===== src/rtl/core/bsd_ram.sv =====
// ----------------------------------------------------------------------------
// bsd_ram: generic single-write, single-read synchronous RAM
// One write port and one read port; read data is registered.
// ----------------------------------------------------------------------------
module bsd_ram #(
   parameter int WIDTH = 64,
   parameter int DEPTH = 64,
   localparam int AW = (DEPTH > 1) ? $clog2(DEPTH) : 1
) (
   input  logic             clock,
   input  logic             wr_en,
   input  logic [AW-1:0]    wr_addr,
   input  logic [WIDTH-1:0] wr_data,
   input  logic             rd_en,
   input  logic [AW-1:0]    rd_addr,
   output logic [WIDTH-1:0] rd_data
);

   logic [WIDTH-1:0] mem_ff [DEPTH];
   logic [WIDTH-1:0] rd_data_ff;

   // write port
   always_ff @(posedge clock) begin
      if (wr_en)
         mem_ff[wr_addr] <= wr_data;
   end

   // registered read port
   always_ff @(posedge clock) begin
      if (rd_en)
         rd_data_ff <= mem_ff[rd_addr];
   end

   assign rd_data = rd_data_ff;

endmodule


===== config.mk =====
export PLATFORM = sky130hd
export DESIGN_NAME = bsd_ram
export DESIGN_NICKNAME = d
export VERILOG_FILES = /design/src/rtl/core/bsd_ram.sv
export SDC_FILE = /design/constraint.sdc
export NUM_CORES = 2
export LEC_CHECK = 0
export ABC_CLOCK_PERIOD_IN_PS = 6600
export BUFFER_PORTS_ARGS = -buffer_cell sky130_fd_sc_hd__buf_2
export CORE_MARGIN = 3
export CORE_UTILIZATION = 35
export DETAILED_ROUTE_END_ITERATION = 10
export PLACE_DENSITY = 0.47
export SLEW_MARGIN = 10
export SYNTH_ARGS = -nofsm -noshare
export SYNTH_HDL_FRONTEND = slang
export SYNTH_SLANG_ARGS = --single-unit

===== constraint.sdc =====
create_clock -name clock -period 6.6 [get_ports clock]
set_input_delay 0.33 -clock clock [delete_from_list [all_inputs] [get_ports clock]]
set_output_delay 0.33 -clock clock [all_outputs]
set_load 0.01 [all_outputs]

## Yosys cells after proc, flatten, opt, wreduce, memory -nomap -nowiden

Memory sizes are Yosys's and may differ from the RTL's. A register that Yosys moved wholly into a read port is not among the register bits.
Cells that the tools add are included.

- Mux-type cells: 2

Operators with widths:

| kind | number |
|---|---|
| 1-bit 2-to-1 mux | 2 |

- Bits of input ports: 79
- RAM bits: 4096
- Logic and storage cells: 3
- Memories: 1
- Flip-flop bits (word level): 0
- Output and inout port bits: 64

Memory list:

| name | depth | bits a word | rd ports | clocked after Yosys merged registers in | wr ports | line | RTL |
|---|---|---|---|---|---|---|---|
| mem_ff | 64 | 64 | 1 | 1 | 1 | 19 | `logic [WIDTH-1:0] mem_ff [DEPTH];` |

## Longest topological paths before layout

- Depth after elaboration: 2
- Gate-level depth with buffers: 9
- Gate-level depth less buffers: 5

## Worst setup path after synthesis

No wires, ideal clock.

- Path type: input port to flip-flop
- Start: input port wr_addr[3]
- End: memory mem_ff[48][0] (enable)
- Arrival time: 5.202 ns
- Setup slack: 0.834 ns
- Path buffers: 1
- Required time: 6.036 ns
- Library setup time: 0.564 ns
- Stages on the path: 4
- Cells stage by stage: clkbuf_1 > nor2b_1 > nand4b_1 > nor3_1

RTL lines:

| what | line | RTL |
|---|---|---|
| start, declared | 12 | `input logic [AW-1:0] wr_addr,` |
| end, declared | 19 |  |

Straight into the memory's write port.

## Final worst setup path

- Start: input port wr_addr[2]
- End: memory mem_ff[25][20] (enable)

Straight into the memory's write port.

==> qor.yml <==
whs_endpoint: "mem_ff[22][38]$_DFFE_PP_"
cellPowerDensity_nw_per_um2: 308.9
synth_area_leaders: "edfxtp_1, mux4_2, mux2i_1"
setup-tns-final_ns: 0
hold_depth: 1
rr_startpoint: "mem_ff[10][48]$_DFFE_PP_"
required_ns: 7.18
hpwl_um: 258600
drt_iter0_drc: 8964
die_y_um: 675.7
wl_met1_um: 209800
track_usage: 0.2141
cp_max_fo: 44
maxSlewViolCount: 0
met2RoutedLength_um: 241000
status: "completed"
detail_route.wl_per_cell_um: 36.84
hold_path.class: "in2reg"
vdd_drop_max_uv: 225.4
ant_nets: 0
top_level_ports: 143
r2r_cells: 5
die-area_um2: 456600
ys.flop_type: "edfxtp_1"
portBuffers: 142
synth_top_area_share: 0.7957
grt_max_degree: 120
die_x_um: 675.7
leakage_nw: 55.28
layout_commonest_cell: "edfxtp_1"
grt_pass1_vias: 77330
synth_nets: 6677
end_kind: "flop"
first_pass_iters: 5
fmax_mhz: 290.4
fillers: 38960
insertion_delay_ns: 0.99
cts_buffers: 434
syn-cell-area_um2: 157000
antenna_found_initial: 58
htreeDepth: 5
r2r_setup_slack_ns: 4.11
min_period_ns: 3.444
floorplan.initialDensity: 0.3520
cts_buffer_depth: 4
drt-vias-per-instance: 5.665
drc: 0
drive_above_1_share: 0.2798
startpoint_type: "input pin"
mostFrequentLayoutCells: "edfxtp_1, mux4_2, clkbuf_16"
top_layer_used: "met5"
period_share: 0.5218
cp_data_arrival_time_ns: 4.03
place_congestion: 0.7507
synth-edff-count: 4160
hold_viol_final: 0
grt_pass1_wl_um: 671500
post_cts_buffers: 0
utilization: 0.4037
synthArstFlopShare: 0
worst_pin_slew_ns: 1.239
syn2layout_area_growth_pct: 14.70
nets: 7127
overflow: 0
wirelength_um: 492000
cts-root-buf: "clkbuf_16"
fp-row-count: 245
avgSynthCellArea_um2: 23.79
r2r_end: "rd_data[48]$_DFFE_PP_"
setup_viol: 0
synthCells: 6598
yosysSeqAreaShare: 0.7957
cap_violations: 0
rsz0062_at_grt: "no"
cts_tree: "done"
relSlewSlack: 0.1737
yosys.area.top_type: "edfxtp_1"
wl_met3_um: 29160
cts.sink_count: 4160
yosysWarnings: 0
clkSlewWorstSetupHoldPaths_ns: 0.06
critPathKind: "in2reg"
fin_skew_ns: 0.05752
core_um2: 446000
synth_seq_cells: 4160
synth_cell_types: 32
vias: 75660
hold_start: "wr_data[38]"
[metal layers]
metal,vias up,GRT usage
met5,-,0
met4,8,0.04902
met3,610,0.02980
met2,2731,0.3537
met1,42760,0.3024
li1,29550,-
[synthesized netlist by cell type, types with 3 or more instances]
| library cell | instances |
|---|---|
| a22o_1 | 88 |
| nand3_1 | 45 |
| a22oi_1 | 168 |
| a31oi_1 | 18 |
| buf_6 | 6 |
| o221ai_1 | 38 |
| or3_1 | 29 |
| buf_1 | 20 |
| edfxtp_1 | 4160 |
| nand2_1 | 58 |
| buf_2 | 170 |
| nand2b_1 | 11 |
| mux2i_1 | 135 |
| nor2_1 | 112 |
| clkbuf_1 | 140 |
| a2bb2oi_1 | 19 |
| o22ai_1 | 83 |
| inv_1 | 19 |
| and3_1 | 64 |
| a41oi_1 | 26 |
| nor2b_1 | 28 |
| buf_4 | 34 |
| and2_1 | 3 |
| a211oi_1 | 63 |
| or2_2 | 28 |
| mux4_2 | 1024 |
[sequential cells by signal (all words and copies together) (netlist names)]
signal   flops
rd_data     64
mem_ff    4096
[worst max path at each step]
stage / startpoint / endpoint / cells past startpoint
2_1_floorplan: wr_addr[3] / mem_ff[48][0]$_DFFE_PP_ / 4
3_3_place_gp: rd_addr[2] / rd_data[8]$_DFFE_PP_ / 6
5_1_grt: wr_addr[2] / mem_ff[25][15]$_DFFE_PP_ / 6
4_1_cts: wr_addr[2] / mem_ff[25][15]$_DFFE_PP_ / 6
3_5_place_dp: rd_addr[0] / rd_data[63]$_DFFE_PP_ / 8
6_report: wr_addr[2] / mem_ff[25][20]$_DFFE_PP_ / 6
[report_power, final]
group          switching, mW  leakage [nW]  internal (mW)
sequential             0.141          37.5           29.3
combinational           1.64          11.2          0.905
clock                   10.2          6.61           13.4
total                   12.0          55.3           43.6
[critical path: stages]
cell	delay (ns)
dlygate4sd3_1	0.58
buf_2	0.23
nor2_1	0.16
nand3_1	0.79
nor2_4	1.24
buf_12	0.49
[through the flow]
| step | cells | setup slack [ns] | cell area (µm²) | hold WS, ns | power [mW] |
|---|---|---|---|---|---|
| after floorplan | 6598 | 0.8340 | 157000 | 0.4289 | 31.30 |
| after global placement | 12530 | 2.620 | 166300 | 0.7222 | 32.58 |
| after detailed placement | 12530 | 2.680 | 166300 | 0.7245 | 32.62 |
| after CTS | 13330 | 3.282 | 180000 | 0.008068 | 56.18 |
| after global routing | 13340 | 3.154 | 180000 | 0.05919 | 57.35 |
| final | 13360 | 3.156 | 180100 | 0.08535 | 55.62 |
[timing repair]
item,4_1_cts,5_1_grt
hold buffers,10,2
endpoints found under the hold margin,263,107
gates resized for setup,0,0
[final cells by class]
class	instances	area, µm²	area share
sequential	4160	124900	0.6937
multi-input combinational	2049	30790	0.1710
clock inverter	247	2163	0.01201
inverter	19	71.32	0.0003961
tap	5928	7417	0.04119
clock buffer	546	11390	0.06324
antenna	22	55.05	0.0003057
timing repair buffer	384	3267	0.01814
[kinds of logic after synthesis]
kind of cell / count (synthesis) / share of synthesized area
DFF: 4160 / 0.7957
muxes: 1159 / 0.1555
AOI/OAI and AO/OA: 504 / 0.02467
and+or+nand+nor: 386 / 0.01235
buffers and inverters: 389 / 0.01176
Note: power is estimated with default switching activity, not from simulation.
