File: config.mk
export PLATFORM = sky130hd
export DESIGN_NAME = bsd_engine_flat
export DESIGN_NICKNAME = d
export VERILOG_FILES = /design/src/rtl/core/bsd_pkg.sv /design/src/rtl/core/bsd_if.sv /design/src/rtl/core/bsd_engine.sv /design/src/flat_wrapper.sv
export SDC_FILE = /design/constraint.sdc
export NUM_CORES = 1
export LEC_CHECK = 0
export ABC_AREA = 1
export BUFFER_PORTS_ARGS = -buffer_cell sky130_fd_sc_hd__buf_2
export CORE_MARGIN = 2
export CORE_UTILIZATION = 60
export DETAILED_ROUTE_END_ITERATION = 10
export MAX_ROUTING_LAYER = met4
export PLACE_DENSITY_LB_ADDON = 0.08
export RECOVER_POWER = 25
export SYNTH_ARGS = -nofsm -noshare
export SYNTH_HDL_FRONTEND = slang
export SYNTH_SLANG_ARGS = --single-unit
File: constraint.sdc
create_clock -name clock -period 11.65 [get_ports clock]
set_clock_uncertainty 0.1 [all_clocks]
set_input_delay 0.5825 -clock clock [delete_from_list [all_inputs] [get_ports clock]]
set_output_delay 0.5825 -clock clock [all_outputs]
set_load 0.03 [all_outputs]
File: src/rtl/core/bsd_pkg.sv
// ----------------------------------------------------------------------------
// bsd_pkg: shared types and constants of the bitmap shape drawer
// Command and result item layouts, command codes, register indexes and the
// row span helper used by the draw and read-out logic.
// ----------------------------------------------------------------------------
package bsd_pkg;

   // Fixed field widths
   localparam int ROW_W     = 64;  // bits of one result row
   localparam int ROW_IDX_W = 6;   // row index field
   localparam int DIM_W     = 7;   // canvas width / height registers
   localparam int CSR_IDX_W = 1;   // register index

   // Register indexes
   localparam logic [CSR_IDX_W-1:0] CSR_WIDTH  = 1'd0;
   localparam logic [CSR_IDX_W-1:0] CSR_HEIGHT = 1'd1;

   // Command codes
   localparam logic [1:0] OP_SQUARE   = 2'd0;
   localparam logic [1:0] OP_TRIANGLE = 2'd1;
   localparam logic [1:0] OP_LINE     = 2'd2;
   localparam logic [1:0] OP_NONE     = 2'd3;

   // Triangle opening, "up" is toward row 0
   localparam logic [1:0] DIR_RU = 2'd0;
   localparam logic [1:0] DIR_RD = 2'd1;
   localparam logic [1:0] DIR_LU = 2'd2;
   localparam logic [1:0] DIR_LD = 2'd3;

   // Result status codes
   localparam logic STATUS_ROW = 1'b0;
   localparam logic STATUS_OOR = 1'b1;

   typedef struct packed {
      logic [1:0]        op;
      logic [6:0]        size;
      logic signed [7:0] x;
      logic signed [7:0] y;
      logic signed [7:0] end_x;
      logic signed [7:0] end_y;
      logic [1:0]        direction;
   } req_item_type;

   typedef struct packed {
      logic                 status;
      logic [ROW_IDX_W-1:0] row_index;
      logic [ROW_W-1:0]     row_bits;
      logic                 last;
   } rsp_item_type;

   // len ones starting at column lo; len of 64 or more fills from lo to the end of the row
   function automatic logic [ROW_W-1:0] bsd_span(input logic [ROW_IDX_W-1:0] lo,
                                                  input logic [DIM_W-1:0] len);
      logic [ROW_W-1:0] ones;
      ones = '1;
      if (len == '0)
         return '0;
      if (len >= DIM_W'(ROW_W))
         return ones << lo;
      return (ones >> (DIM_W'(ROW_W) - len)) << lo;
   endfunction

endpackage

File: src/rtl/core/bsd_if.sv
// ----------------------------------------------------------------------------
// bsd_if: command and result channels of the bitmap shape drawer
// Valid/ready channels; an item moves on a clock edge with both high.
// ----------------------------------------------------------------------------
interface bsd_req_if;
   logic              valid;
   logic              ready;
   logic [1:0]        op;
   logic [6:0]        size;
   logic signed [7:0] x;
   logic signed [7:0] y;
   logic signed [7:0] end_x;
   logic signed [7:0] end_y;
   logic [1:0]        direction;

   modport source (output valid, op, size, x, y, end_x, end_y, direction, input ready);
   modport sink   (input valid, op, size, x, y, end_x, end_y, direction, output ready);
endinterface

interface bsd_rsp_if;
   logic                           valid;
   logic                           ready;
   logic                           status;
   logic [bsd_pkg::ROW_IDX_W-1:0]  row_index;
   logic [bsd_pkg::ROW_W-1:0]      row_bits;
   logic                           last;

   modport source (output valid, status, row_index, row_bits, last, input ready);
   modport sink   (input valid, status, row_index, row_bits, last, output ready);
endinterface

File: src/rtl/core/bsd_engine.sv
// ----------------------------------------------------------------------------
// bsd_engine: command sequencer of the bitmap shape drawer
// Checks bounds, walks the rows of a shape with a read-modify-write per row
// on the canvas RAM, then streams every canvas row in use out through a
// 2-entry result queue; a command out of bounds gives one out-of-range item.
// ----------------------------------------------------------------------------
module bsd_engine #(
   parameter int MAX_WIDTH  = 64,
   parameter int MAX_HEIGHT = 64,
   localparam int ROW_AW = (MAX_HEIGHT > 1) ? $clog2(MAX_HEIGHT) : 1
) (
   input  logic                      clock,
   input  logic                      reset,
   bsd_req_if.sink                   req_ch,
   bsd_rsp_if.source                 rsp_ch,
   input  logic [bsd_pkg::DIM_W-1:0] width_eff,
   input  logic [bsd_pkg::DIM_W-1:0] height_eff,
   output logic                      ram_re,
   output logic [ROW_AW-1:0]         ram_raddr,
   input  logic [MAX_WIDTH-1:0]      ram_rdata,
   output logic                      ram_we,
   output logic [ROW_AW-1:0]         ram_waddr,
   output logic [MAX_WIDTH-1:0]      ram_wdata
);
   import bsd_pkg::*;

   typedef enum logic [4:0] {
      ST_IDLE   = 5'b00001,
      ST_CHECK  = 5'b00010,
      ST_DRAW   = 5'b00100,
      ST_READ   = 5'b01000,
      ST_REPORT = 5'b10000
   } state_type;

   state_type             state_ff, state_in;
   req_item_type          cmd_ff, cmd_in;

   // shape walk
   logic [ROW_IDX_W-1:0]  row_ff, row_in;
   logic                  up_ff, up_in;
   logic [DIM_W-1:0]      n_ff, n_in;
   logic signed [8:0]     lo_ff, lo_in;
   logic [DIM_W-1:0]      len_ff, len_in;
   logic signed [1:0]     lo_step_ff, lo_step_in;
   logic                  len_dec_ff, len_dec_in;
   logic                  diag_ff, diag_in;

   // read-modify-write stage
   logic                  rmw_pend_ff, rmw_pend_in;
   logic                  rmw_we_ff, rmw_we_in;
   logic [ROW_IDX_W-1:0]  rmw_row_ff, rmw_row_in;
   logic [MAX_WIDTH-1:0]  rmw_mask_ff, rmw_mask_in;

   // read-out stage
   logic [ROW_IDX_W-1:0]  rd_row_ff, rd_row_in;
   logic                  out_pend_ff, out_pend_in;
   logic [ROW_IDX_W-1:0]  out_row_ff, out_row_in;
   logic                  out_last_ff, out_last_in;

   // row valid bits: a row never written reads as unmarked
   logic [MAX_HEIGHT-1:0] valid_ff, valid_in;
   logic                  rd_vld_ff, rd_vld_in;

   // result queue
   rsp_item_type          q_ff [2];
   rsp_item_type          q_in [2];
   logic                  wp_ff, wp_in, rp_ff, rp_in;
   logic [1:0]            cnt_ff, cnt_in;

   // bounds check and walk setup
   logic signed [9:0]     xs, ys, exs, eys, szs, ws, hs;
   logic signed [9:0]     dy, ady, dx, adx, c0, r0;
   logic                  bad, up0, left0;
   logic [ROW_IDX_W-1:0]  row0;
   logic [DIM_W-1:0]      n0, len0;
   logic signed [8:0]     lo0;
   logic signed [1:0]     lo_step0;
   logic                  len_dec0, diag0;

   logic                  acc, pop, space, draw_go, read_go, last_read;
   logic signed [8:0]     lo_use;
   logic                  step_we;
   logic [ROW_W-1:0]      step_mask, wmask;
   logic [MAX_WIDTH-1:0]  old_row;
   logic                  push;
   rsp_item_type          push_item;

   // ---------------- bounds check and walk setup ----------------
   always_comb begin
      xs  = 10'(cmd_ff.x);
      ys  = 10'(cmd_ff.y);
      exs = 10'(cmd_ff.end_x);
      eys = 10'(cmd_ff.end_y);
      szs = 10'(cmd_ff.size);
      ws  = 10'(width_eff);
      hs  = 10'(height_eff);
      dy  = eys - ys;
      ady = (dy < 10'sd0) ? -dy : dy;
      dx  = exs - xs;
      adx = (dx < 10'sd0) ? -dx : dx;
      c0  = (xs < exs) ? xs : exs;
      r0  = (ys < eys) ? ys : eys;
      up0   = (cmd_ff.direction == DIR_RU) || (cmd_ff.direction == DIR_LU);
      left0 = (cmd_ff.direction == DIR_LU) || (cmd_ff.direction == DIR_LD);

      bad      = 1'b0;
      row0     = cmd_ff.y[ROW_IDX_W-1:0];
      n0       = cmd_ff.size;
      len0     = cmd_ff.size;
      lo0      = 9'(cmd_ff.x);
      lo_step0 = 2'sd0;
      len_dec0 = 1'b0;
      diag0    = 1'b0;
      case (cmd_ff.op)
         OP_SQUARE: begin
            bad = (xs < 10'sd0) || (ys < 10'sd0) || (xs + szs > ws) || (ys + szs > hs);
         end
         OP_TRIANGLE: begin
            case (cmd_ff.direction)
               DIR_RU: bad = (ys >= hs) || (xs + szs > ws) ||
                             (ys - szs < -10'sd1) || (xs < 10'sd0);
               DIR_RD: bad = (ys + szs > hs) || (xs + szs > ws) ||
                             (xs < 10'sd0) || (ys < 10'sd0);
               DIR_LU: bad = (ys >= hs) || (xs >= ws) ||
                             (xs - szs < -10'sd1) || (ys - szs < -10'sd1);
               default: bad = (ys + szs > hs) || (xs >= ws) ||
                              (xs - szs < -10'sd1) || (ys < 10'sd0);
            endcase
            len_dec0 = 1'b1;
            if (left0) begin
               lo0      = 9'(xs - szs + 10'sd1);
               lo_step0 = 2'sd1;
            end
         end
         OP_LINE: begin
            bad = (xs < 10'sd0) || (ys < 10'sd0) || (exs < 10'sd0) || (eys < 10'sd0) ||
                  (xs >= ws) || (ys >= hs) || (exs >= ws) || (eys >= hs);
            n0 = DIM_W'(ady + 10'sd1);
            if ((xs == exs) || (ys == eys)) begin
               row0 = r0[ROW_IDX_W-1:0];
               lo0  = 9'(c0);
               len0 = DIM_W'(adx + 10'sd1);
            end else begin
               len0     = DIM_W'(1);
               diag0    = 1'b1;
               lo_step0 = (exs > xs) ? 2'sd1 : -2'sd1;
            end
         end
         default: bad = 1'b0;
      endcase
   end

   // ---------------- per-row step ----------------
   always_comb begin
      // the end pixel of a diagonal takes the end column
      lo_use    = (diag_ff && (n_ff == DIM_W'(1))) ? 9'(cmd_ff.end_x) : lo_ff;
      step_we   = (len_ff != '0) && !lo_use[8] && (lo_use < 9'(width_eff));
      step_mask = bsd_span(lo_use[ROW_IDX_W-1:0], len_ff);
      wmask     = bsd_span('0, width_eff);
   end

   // handshakes and queue credit
   assign acc       = req_ch.valid && req_ch.ready;
   assign pop       = rsp_ch.valid && rsp_ch.ready;
   assign space     = (3'(cnt_ff) + 3'(out_pend_ff)) < (3'd2 + 3'(pop));
   assign draw_go   = (state_ff == ST_DRAW) && (n_ff != '0);
   assign read_go   = (state_ff == ST_READ) && space;
   assign last_read = (DIM_W'(rd_row_ff) == height_eff - DIM_W'(1));

   // ---------------- RAM ports ----------------
   assign ram_re    = draw_go || read_go;
   assign ram_raddr = draw_go ? row_ff[ROW_AW-1:0] : rd_row_ff[ROW_AW-1:0];
   assign old_row   = rd_vld_ff ? ram_rdata : '0;
   assign ram_we    = rmw_pend_ff && rmw_we_ff;
   assign ram_waddr = rmw_row_ff[ROW_AW-1:0];
   assign ram_wdata = old_row | rmw_mask_ff;

   // ---------------- result queue push ----------------
   always_comb begin
      push = out_pend_ff || ((state_ff == ST_REPORT) && space);
      if (out_pend_ff) begin
         push_item.status    = STATUS_ROW;
         push_item.row_index = out_row_ff;
         push_item.row_bits  = ROW_W'(old_row) & wmask;
         push_item.last      = out_last_ff;
      end else begin
         push_item.status    = STATUS_OOR;
         push_item.row_index = '0;
         push_item.row_bits  = '0;
         push_item.last      = 1'b1;
      end
   end

   // ---------------- next state ----------------
   always_comb begin
      state_in    = state_ff;
      cmd_in      = cmd_ff;
      row_in      = row_ff;
      up_in       = up_ff;
      n_in        = n_ff;
      lo_in       = lo_ff;
      len_in      = len_ff;
      lo_step_in  = lo_step_ff;
      len_dec_in  = len_dec_ff;
      diag_in     = diag_ff;
      rd_row_in   = rd_row_ff;

      case (state_ff)
         ST_IDLE: begin
            if (acc) begin
               cmd_in.op        = req_ch.op;
               cmd_in.size      = req_ch.size;
               cmd_in.x         = req_ch.x;
               cmd_in.y         = req_ch.y;
               cmd_in.end_x     = req_ch.end_x;
               cmd_in.end_y     = req_ch.end_y;
               cmd_in.direction = req_ch.direction;
               state_in         = ST_CHECK;
            end
         end
         ST_CHECK: begin
            if (cmd_ff.op == OP_NONE) begin
               state_in = ST_IDLE;
            end else if (bad) begin
               state_in = ST_REPORT;
            end else begin
               state_in   = ST_DRAW;
               row_in     = row0;
               up_in      = (cmd_ff.op == OP_TRIANGLE) ? up0 :
                            (diag0 && (eys < ys));
               n_in       = n0;
               lo_in      = lo0;
               len_in     = len0;
               lo_step_in = lo_step0;
               len_dec_in = len_dec0;
               diag_in    = diag0;
            end
         end
         ST_DRAW: begin
            if (draw_go) begin
               row_in = up_ff ? row_ff - 1'b1 : row_ff + 1'b1;
               n_in   = n_ff - 1'b1;
               lo_in  = lo_ff + 9'(lo_step_ff);
               len_in = len_ff - DIM_W'(len_dec_ff);
            end else begin
               // last write lands this cycle, before the first read-out read
               state_in  = ST_READ;
               rd_row_in = '0;
            end
         end
         ST_READ: begin
            if (read_go) begin
               rd_row_in = rd_row_ff + 1'b1;
               if (last_read)
                  state_in = ST_IDLE;
            end
         end
         ST_REPORT: begin
            if (space)
               state_in = ST_IDLE;
         end
         default: state_in = ST_IDLE;
      endcase
   end

   // pipeline stages, valid bits and queue
   always_comb begin
      rmw_pend_in = draw_go;
      rmw_we_in   = step_we;
      rmw_row_in  = row_ff;
      rmw_mask_in = step_mask[MAX_WIDTH-1:0];
      out_pend_in = read_go;
      out_row_in  = rd_row_ff;
      out_last_in = last_read;
      rd_vld_in   = valid_ff[ram_raddr];

      valid_in = valid_ff;
      if (ram_we)
         valid_in[ram_waddr] = 1'b1;

      q_in = q_ff;
      if (push)
         q_in[wp_ff] = push_item;
      wp_in  = wp_ff ^ push;
      rp_in  = rp_ff ^ pop;
      cnt_in = cnt_ff + 2'(push) - 2'(pop);
   end

   // ---------------- registers ----------------
   always_ff @(posedge clock) begin
      if (reset) begin
         state_ff    <= ST_IDLE;
         rmw_pend_ff <= 1'b0;
         out_pend_ff <= 1'b0;
         valid_ff    <= '0;
         wp_ff       <= 1'b0;
         rp_ff       <= 1'b0;
         cnt_ff      <= '0;
      end else begin
         state_ff    <= state_in;
         rmw_pend_ff <= rmw_pend_in;
         out_pend_ff <= out_pend_in;
         valid_ff    <= valid_in;
         wp_ff       <= wp_in;
         rp_ff       <= rp_in;
         cnt_ff      <= cnt_in;
      end
   end

   always_ff @(posedge clock) begin
      cmd_ff      <= cmd_in;
      row_ff      <= row_in;
      up_ff       <= up_in;
      n_ff        <= n_in;
      lo_ff       <= lo_in;
      len_ff      <= len_in;
      lo_step_ff  <= lo_step_in;
      len_dec_ff  <= len_dec_in;
      diag_ff     <= diag_in;
      rd_row_ff   <= rd_row_in;
      rmw_we_ff   <= rmw_we_in;
      rmw_row_ff  <= rmw_row_in;
      rmw_mask_ff <= rmw_mask_in;
      out_row_ff  <= out_row_in;
      out_last_ff <= out_last_in;
      rd_vld_ff   <= rd_vld_in;
      q_ff        <= q_in;
   end

   // ---------------- outputs ----------------
   assign req_ch.ready     = (state_ff == ST_IDLE);
   assign rsp_ch.valid     = (cnt_ff != '0);
   assign rsp_ch.status    = q_ff[rp_ff].status;
   assign rsp_ch.row_index = q_ff[rp_ff].row_index;
   assign rsp_ch.row_bits  = q_ff[rp_ff].row_bits;
   assign rsp_ch.last      = q_ff[rp_ff].last;

   // ---------------- assertions ----------------
   // queue never overflows: a push always finds a free entry
   assert property (@(posedge clock) disable iff (reset)
      push |-> ((cnt_ff != 2'd2) || pop))
      else $error("bsd_engine: result queue overflow");

   // queue occupancy stays within two entries
   assert property (@(posedge clock) disable iff (reset)
      cnt_ff != 2'd3)
      else $error("bsd_engine: result queue count out of range");

   // a row is never read in the same cycle it is written back
   assert property (@(posedge clock) disable iff (reset)
      (ram_we && ram_re) |-> (ram_waddr != ram_raddr))
      else $error("bsd_engine: read of a row under write-back");

   // draw and read-out data never share the RAM read cycle
   assert property (@(posedge clock) disable iff (reset)
      !(rmw_pend_ff && out_pend_ff))
      else $error("bsd_engine: draw and read-out reads overlap");

   // an accepted command is always checked in the next cycle
   assert property (@(posedge clock) disable iff (reset)
      acc |=> (state_ff == ST_CHECK))
      else $error("bsd_engine: accepted item not checked");

endmodule

File: src/flat_wrapper.sv
// flat-port wrapper written by rule: the top's interface ports become plain ports
module bsd_engine_flat import bsd_pkg::*;
#(
   parameter int MAX_WIDTH  = 64,
   parameter int MAX_HEIGHT = 64,
   localparam int ROW_AW = (MAX_HEIGHT > 1) ? $clog2(MAX_HEIGHT) : 1
)
  (clock, reset, width_eff, height_eff, ram_re, ram_raddr, ram_rdata, ram_we, ram_waddr, ram_wdata, req_ch_valid, req_ch_op, req_ch_size, req_ch_x, req_ch_y, req_ch_end_x, req_ch_end_y, req_ch_direction, req_ch_ready, rsp_ch_valid, rsp_ch_status, rsp_ch_row_index, rsp_ch_row_bits, rsp_ch_last, rsp_ch_ready);
  bsd_req_if req_ch_i ();
  bsd_rsp_if rsp_ch_i ();
  input  logic clock;
  input  logic reset;
  input  logic [bsd_pkg::DIM_W-1:0] width_eff;
  input  logic [bsd_pkg::DIM_W-1:0] height_eff;
  output logic ram_re;
  output logic [ROW_AW-1:0] ram_raddr;
  input  logic [MAX_WIDTH-1:0] ram_rdata;
  output logic ram_we;
  output logic [ROW_AW-1:0] ram_waddr;
  output logic [MAX_WIDTH-1:0] ram_wdata;
  input wire logic [$bits(req_ch_i.valid)-1:0] req_ch_valid;
  input wire logic [$bits(req_ch_i.op)-1:0] req_ch_op;
  input wire logic [$bits(req_ch_i.size)-1:0] req_ch_size;
  input wire logic [$bits(req_ch_i.x)-1:0] req_ch_x;
  input wire logic [$bits(req_ch_i.y)-1:0] req_ch_y;
  input wire logic [$bits(req_ch_i.end_x)-1:0] req_ch_end_x;
  input wire logic [$bits(req_ch_i.end_y)-1:0] req_ch_end_y;
  input wire logic [$bits(req_ch_i.direction)-1:0] req_ch_direction;
  output wire logic [$bits(req_ch_i.ready)-1:0] req_ch_ready;
  output wire logic [$bits(rsp_ch_i.valid)-1:0] rsp_ch_valid;
  output wire logic [$bits(rsp_ch_i.status)-1:0] rsp_ch_status;
  output wire logic [$bits(rsp_ch_i.row_index)-1:0] rsp_ch_row_index;
  output wire logic [$bits(rsp_ch_i.row_bits)-1:0] rsp_ch_row_bits;
  output wire logic [$bits(rsp_ch_i.last)-1:0] rsp_ch_last;
  input wire logic [$bits(rsp_ch_i.ready)-1:0] rsp_ch_ready;
  assign req_ch_i.valid = req_ch_valid;
  assign req_ch_i.op = req_ch_op;
  assign req_ch_i.size = req_ch_size;
  assign req_ch_i.x = req_ch_x;
  assign req_ch_i.y = req_ch_y;
  assign req_ch_i.end_x = req_ch_end_x;
  assign req_ch_i.end_y = req_ch_end_y;
  assign req_ch_i.direction = req_ch_direction;
  assign req_ch_ready = req_ch_i.ready;
  assign rsp_ch_valid = rsp_ch_i.valid;
  assign rsp_ch_status = rsp_ch_i.status;
  assign rsp_ch_row_index = rsp_ch_i.row_index;
  assign rsp_ch_row_bits = rsp_ch_i.row_bits;
  assign rsp_ch_last = rsp_ch_i.last;
  assign rsp_ch_i.ready = rsp_ch_ready;
  bsd_engine #(.MAX_WIDTH(MAX_WIDTH), .MAX_HEIGHT(MAX_HEIGHT)) u_core (.clock(clock), .reset(reset), .req_ch(req_ch_i), .rsp_ch(rsp_ch_i), .width_eff(width_eff), .height_eff(height_eff), .ram_re(ram_re), .ram_raddr(ram_raddr), .ram_rdata(ram_rdata), .ram_we(ram_we), .ram_waddr(ram_waddr), .ram_wdata(ram_wdata));
endmodule
## Yosys cells after proc, flatten, opt, wreduce, memory -nomap -nowiden

Cells that the tools add are included.
W data, S select, Z words.

| storage, ports and cells | value |
|---|---|
| input bits | 125 |
| output and inout port bits | 152 |
| flip-flop bits (word level) | 381 |
| word-level logic and storage cells | 256 |

| cells by class | value |
|---|---|
| muxes and demuxes | 78 |
| reduce and logical (&&, ||, !) cells | 53 |
| eq/ne operators | 23 |
| shift operators | 4 |
| bitwise operators | 9 |
| add/subtract/negate cells | 24 |
| order comparisons | 28 |

Operators with widths:

| kind | number |
|---|---|
| $mux W64 | 9 |
| $mux W72 | 5 |
| $bwmux W144 | 1 |
| $or A64 B64 Y64 | 2 |
| $shr A64 B7 Y64 const A | 2 |
| $mux W7 | 11 |
| $demux W72 S1 | 1 |
| $and A64 B64 Y64 | 1 |
| $shl A64 B6 Y64 | 1 |
| $shl A64 B6 Y64 const A | 1 |
| $mux W9 | 7 |
| $mux W6 | 10 |
| $pmux W9 S2 | 2 |
| $sub A8 B8 Y9 | 4 |
| $mux W5 | 7 |
| $ge A8 B8 Y1 | 4 |
| $lt A8 B1 Y1 const B | 4 |
| $pmux W7 S2 | 2 |
| $lt A9 B1 Y1 const B | 3 |
| $logic_or A1 B1 Y1 | 26 |
| $pmux W5 S5 | 1 |
| $lt A8 B8 Y1 | 3 |
| $pmux W6 S2 | 2 |
| $gt A10 B8 Y1 | 2 |
| 54 further kinds | 108 |

## Depth between registers and ports, before layout

| depth | value |
|---|---|
| depth in word-level cells | 12 |
| gate-level depth with buffers | 26 |
| mapped depth without buffers | 26 |

## Worst setup path after synthesis

No wires, ideal clock.

| path | value |
|---|---|
| path kind | register to register |
| start | register u_core.state_ff[2] |
| end | register u_core.cmd_ff[0] in the netlist's numbering, enable pin |
| period minus slack after synthesis | 4.126 ns |
| stages on the path, launching flop included | 6 |
| setup slack | 7.524 ns |
| arrival time | 3.582 ns |
| path through | dfxtp_1 nor2_1 inv_1 nor4_1 inv_1 nor2_1 |

| on the way | value |
|---|---|
| longest elaborated chain between the ends | 3 |

Ends and longest elaborated chain:

| what | line | source |
|---|---|---|
| from (decl) | bsd_engine.sv:35 | `state_type state_ff, state_in;` |
| from (signal assigned) | bsd_engine.sv:300 | `state_ff <= state_in;` |
| $eq A5 B1 Y1 (*) | bsd_engine.sv:331 | `assign req_ch.ready = (state_ff == ST_IDLE);` |
| via req_ch_ready | flat_wrapper.sv:29 | `output wire logic [$bits(req_ch_i.ready)-1:0] req_ch_ready;` |
| $logic_and A1 B1 Y1 | bsd_engine.sv:163 | `assign acc = req_ch.valid && req_ch.ready;` |
| $reduce_and A2 Y1 (no line) (*) | n/a |  |
| to (signal assigned) | bsd_engine.sv:311 | `cmd_ff <= cmd_in;` |
| to (decl) | bsd_engine.sv:36 | `req_item_type cmd_ff, cmd_in;` |

Mark *: on every way through the listed nets, which the timed path passes. The rest lies on a longest branch.
A chain may end at the register's enable or synchronous reset.

## Worst setup path in the final report

| path | value |
|---|---|
| start | register u_core.n_ff[0] |
| end | output ram_raddr[0] |

| on the way | value |
|---|---|
| longest elaborated chain between the ends | 3 |

Ends and longest elaborated chain:

| what | line | source |
|---|---|---|
| from (decl) | bsd_engine.sv:41 | `logic [DIM_W-1:0] n_ff, n_in;` |
| from (signal assigned) | bsd_engine.sv:314 | `n_ff <= n_in;` |
| $reduce_bool A7 Y1 | bsd_engine.sv:166 | `assign draw_go = (state_ff == ST_DRAW) && (n_ff != '0);` |
| $logic_and A1 B1 Y1 | bsd_engine.sv:166 |  |
| $mux W6 | bsd_engine.sv:172 | `assign ram_raddr = draw_go ? row_ff[ROW_AW-1:0] : rd_row_ff[ROW_AW-1:0];` |
| to (decl) | flat_wrapper.sv:16 | `output logic [ROW_AW-1:0] ram_raddr;` |

Every way passes these cells.

==> metrics.cfg <==
[floorplan]
io_pins = 277
die_area_um2 = 43950
fp-row-count = 75
die_h_um = 209.6
core_area_um2 = 41850
initial_core_util_pct = 60.62
die_width_um = 209.6

[detailed_routing]
drtPass1Iterations = 7
final_antenna_net_count = 0
wl_per_cell_um = 21.20
num_vias = 26610
drc_errors = 0
viasPerCell = 6.237
wl_um = 90470
drtIter0Drc = 3875

[critical_path]
crit_family = simple AND/OR/NAND/NOR gates
rr_worst_depth = 15
cp-start-kind = flop
max_stage_delay_ns = 1.33
slowest_stage = o21ai_0
worstPathRequired_ns = 10.97
cp.depth = 10
crit_top_cell = inv_1
path_class = reg2out
critPathArrivalTime_ns = 4.47
worstPathMaxFanout = 65
crit_chain = inv_1, ha_1, inv_1, nor3_1, nand2_1, o21ai_0, nand2_1, nand2_2, inv_1, buf_2
endpoint_kind = output port
cp_num_buf_inv = 4

[clocking]
cts_root_buf = clkbuf_16
htreeDepth = 2
cts_resized = 0
cts_setup_buffers = 0
cts_buffer_depth = 3
cts-hold-fix-buffers = 0
clkTransAtPathRegs_ns = 0.06
numCtsBuffers = 40
clock_latency_ns = 0.60
cts_tree = built
cts.sinks = 381

[timing]
fin_tns_setup_ns = 0
setup_viol = 0
worstMarginPinSlew_ns = 3.384
post-route-min-period_ns = 5.155
relSlewSlack_pct = -125.6
rsz0062_at_grt = false
period_share_pct = 44.25
drv_slew = 142
timing.fmax_ghz = 0.1940
final_hold_viol_count = 0

[global_route]
antenna_found_initial = 3
grt.total_usage_pct = 41.59
grt_pass1_wl_um = 138400
grt-ovfl-total = 0
grt_start_max_net_pins = 75
grt_pass1_vias = 24860

[logic_synthesis]
ys_ff_latch = 381
avgSynthCellArea_um2 = 7.235
yosys.area.top_type = edfxtp_1
synth.most_common_cell = nand2_1
netlist_instances = 3507
synth_warnings = 0
syn_nets = 3775
async_reset_ff_share_pct = 0
ys_top_cells_by_count = nand2_1, nand3_1, inv_1
synth_top_area_share_pct = 26.87
ys_seq_area_share_pct = 39.02
synthFlopType = edfxtp_1
netlist_top_cells_area = edfxtp_1, nand2_1, nand3_1
synth_area_um2 = 25370
synth_edf_count = 227
synth_cell_type_count = 61

[placed_design]
gp_congestion = 1.050
dp_hpwl_um = 66580
portBuffers = 276

[power]
power_frac_seq_pct = 29.1
clkPwrFrac_pct = 21.6
p_int_mw = 3.151
comb_power_share_pct = 49.2
p_per_area_nw_per_um2 = 211.3
p_sw_share_pct = 47.17
p_leak_nw = 13.15
ir_drop_uv = 181.6
p_switching_mw = 2.813

[min_path]
hp-class = in2reg
hold_path_depth = 1

[cells_and_area]
nets = 3957
synthToLayoutAreaGrowth_pct = 11.27
drive_gt1_share_pct = 10.54
fin_util_pct = 67.46

[outcome]
violations = capacitance limit, slew limit
outcome = finished, violations left

[job]
cap_violations = 6

## worst paths after layout
| check | from | to | slack [ns] |
|---|---|---|---|
| max reg2reg | u_core.n_ff[0] | u_core.rd_vld_ff | 6.96 |
| max | u_core.n_ff[0] | ram_raddr[0] | 6.50 |
| min reg2reg | u_core.rmw_row_in[3] | u_core.ram_waddr[3] | 0.32 |
| min | req_ch_op[0] | u_core.cmd_ff[41] | 0.06 |
## power groups by stage
stage	logic [mW]	clock network, mW	registers, mW
CTS	2.86	1.29	1.73
global placement	2.77	0	1.75
global route	3.19	1.34	1.75
finish	2.94	1.29	1.74
floorplan	2.05	0	1.68
detailed placement	2.83	0	1.75
## routing by layer
layer | share of wire [%] | global-route usage (%)
met4 | 5.2 | 18.37
met3 | 11 | 8.065
met5 | 0 | -
met1 | 38 | 53.24
met2 | 45 | 64.44
## logic make-up (layout without fill, tap and decap cells)
kind of cell / count (synthesis) / in the layout / synth area share [%]
xor gates and xnor gates: 49 / 49 / 1.692
AOI/OAI and AO/OA: 413 / 413 / 9.607
other: 0 / 8 / 0
DFF: 381 / 381 / 39.02
adders and majority gates: 143 / 143 / 7.289
and+or+nand+nor: 1966 / 1966 / 33.73
buffers and inverters: 555 / 768 / 8.670
## layout by cell type, fill, tap and decap left out, types with 34 or more instances in the layout
master and n:
nor3_1 61, clkbuf_16 41, ha_1 134, o211ai_1 34, dfxtp_1 152, a21oi_1 175
buf_2 253, edfxtp_1 227, o21ai_0 90, nand3_1 645, xor2_1 34, nor2_1 203
inv_1 377, nand2_1 964, clkbuf_1 39
## through the flow
step / area (µm²) / total power [mW] / setup slack [ns] / instances / hold slack, ns
detailed placement: 26980 / 4.586 / 7.341 / 4186 / 0.3023
finish: 28230 / 5.964 / 6.495 / 4267 / 0.05668
global placement: 26980 / 4.513 / 7.423 / 4186 / 0.3017
floorplan: 25370 / 3.731 / 7.524 / 3507 / 0.2703
global route: 28220 / 6.282 / 6.124 / 4262 / 0.04656
CTS: 28290 / 5.878 / 7.015 / 4259 / 0.03928
## flip-flops by register name, summed over array words and instances, names as in the netlist
register / count
u_core.up_ff: 1
u_core.out_pend_ff: 1
u_core.valid_ff: 64
u_core.cmd_ff: 43
u_core.out_row_ff: 6
u_core.n_ff: 7
u_core.diag_ff: 1
u_core.rmw_mask_ff: 64
u_core.rmw_pend_ff: 1
u_core.rmw_we_ff: 1
u_core.lo_ff: 9
u_core.rp_ff: 1
u_core.len_dec_ff: 1
u_core.out_last_ff: 1
u_core.cnt_ff: 2
u_core.rd_vld_ff: 1
u_core.wp_ff: 1
u_core.out_row_in: 6
u_core.ram_waddr: 6
u_core.lo_step_ff: 2
u_core.state_ff: 5
u_core.q_ff: 144
u_core.rmw_row_in: 6
u_core.len_ff: 7
## layout make-up
class / instances / area (µm²)
Clock inverter: 16 / 190.2
Sequential cell: 381 / 9902
Timing Repair Buffer: 299 / 1506
Clock buffer: 57 / 1121
Fill cell: 3487 / 13620
Inverter: 396 / 1489
Antenna cell: 8 / 20.02
Tap cell: 539 / 674.4
Multi-Input combinational cell: 2571 / 13330
(Power assumes the default switching activity.)
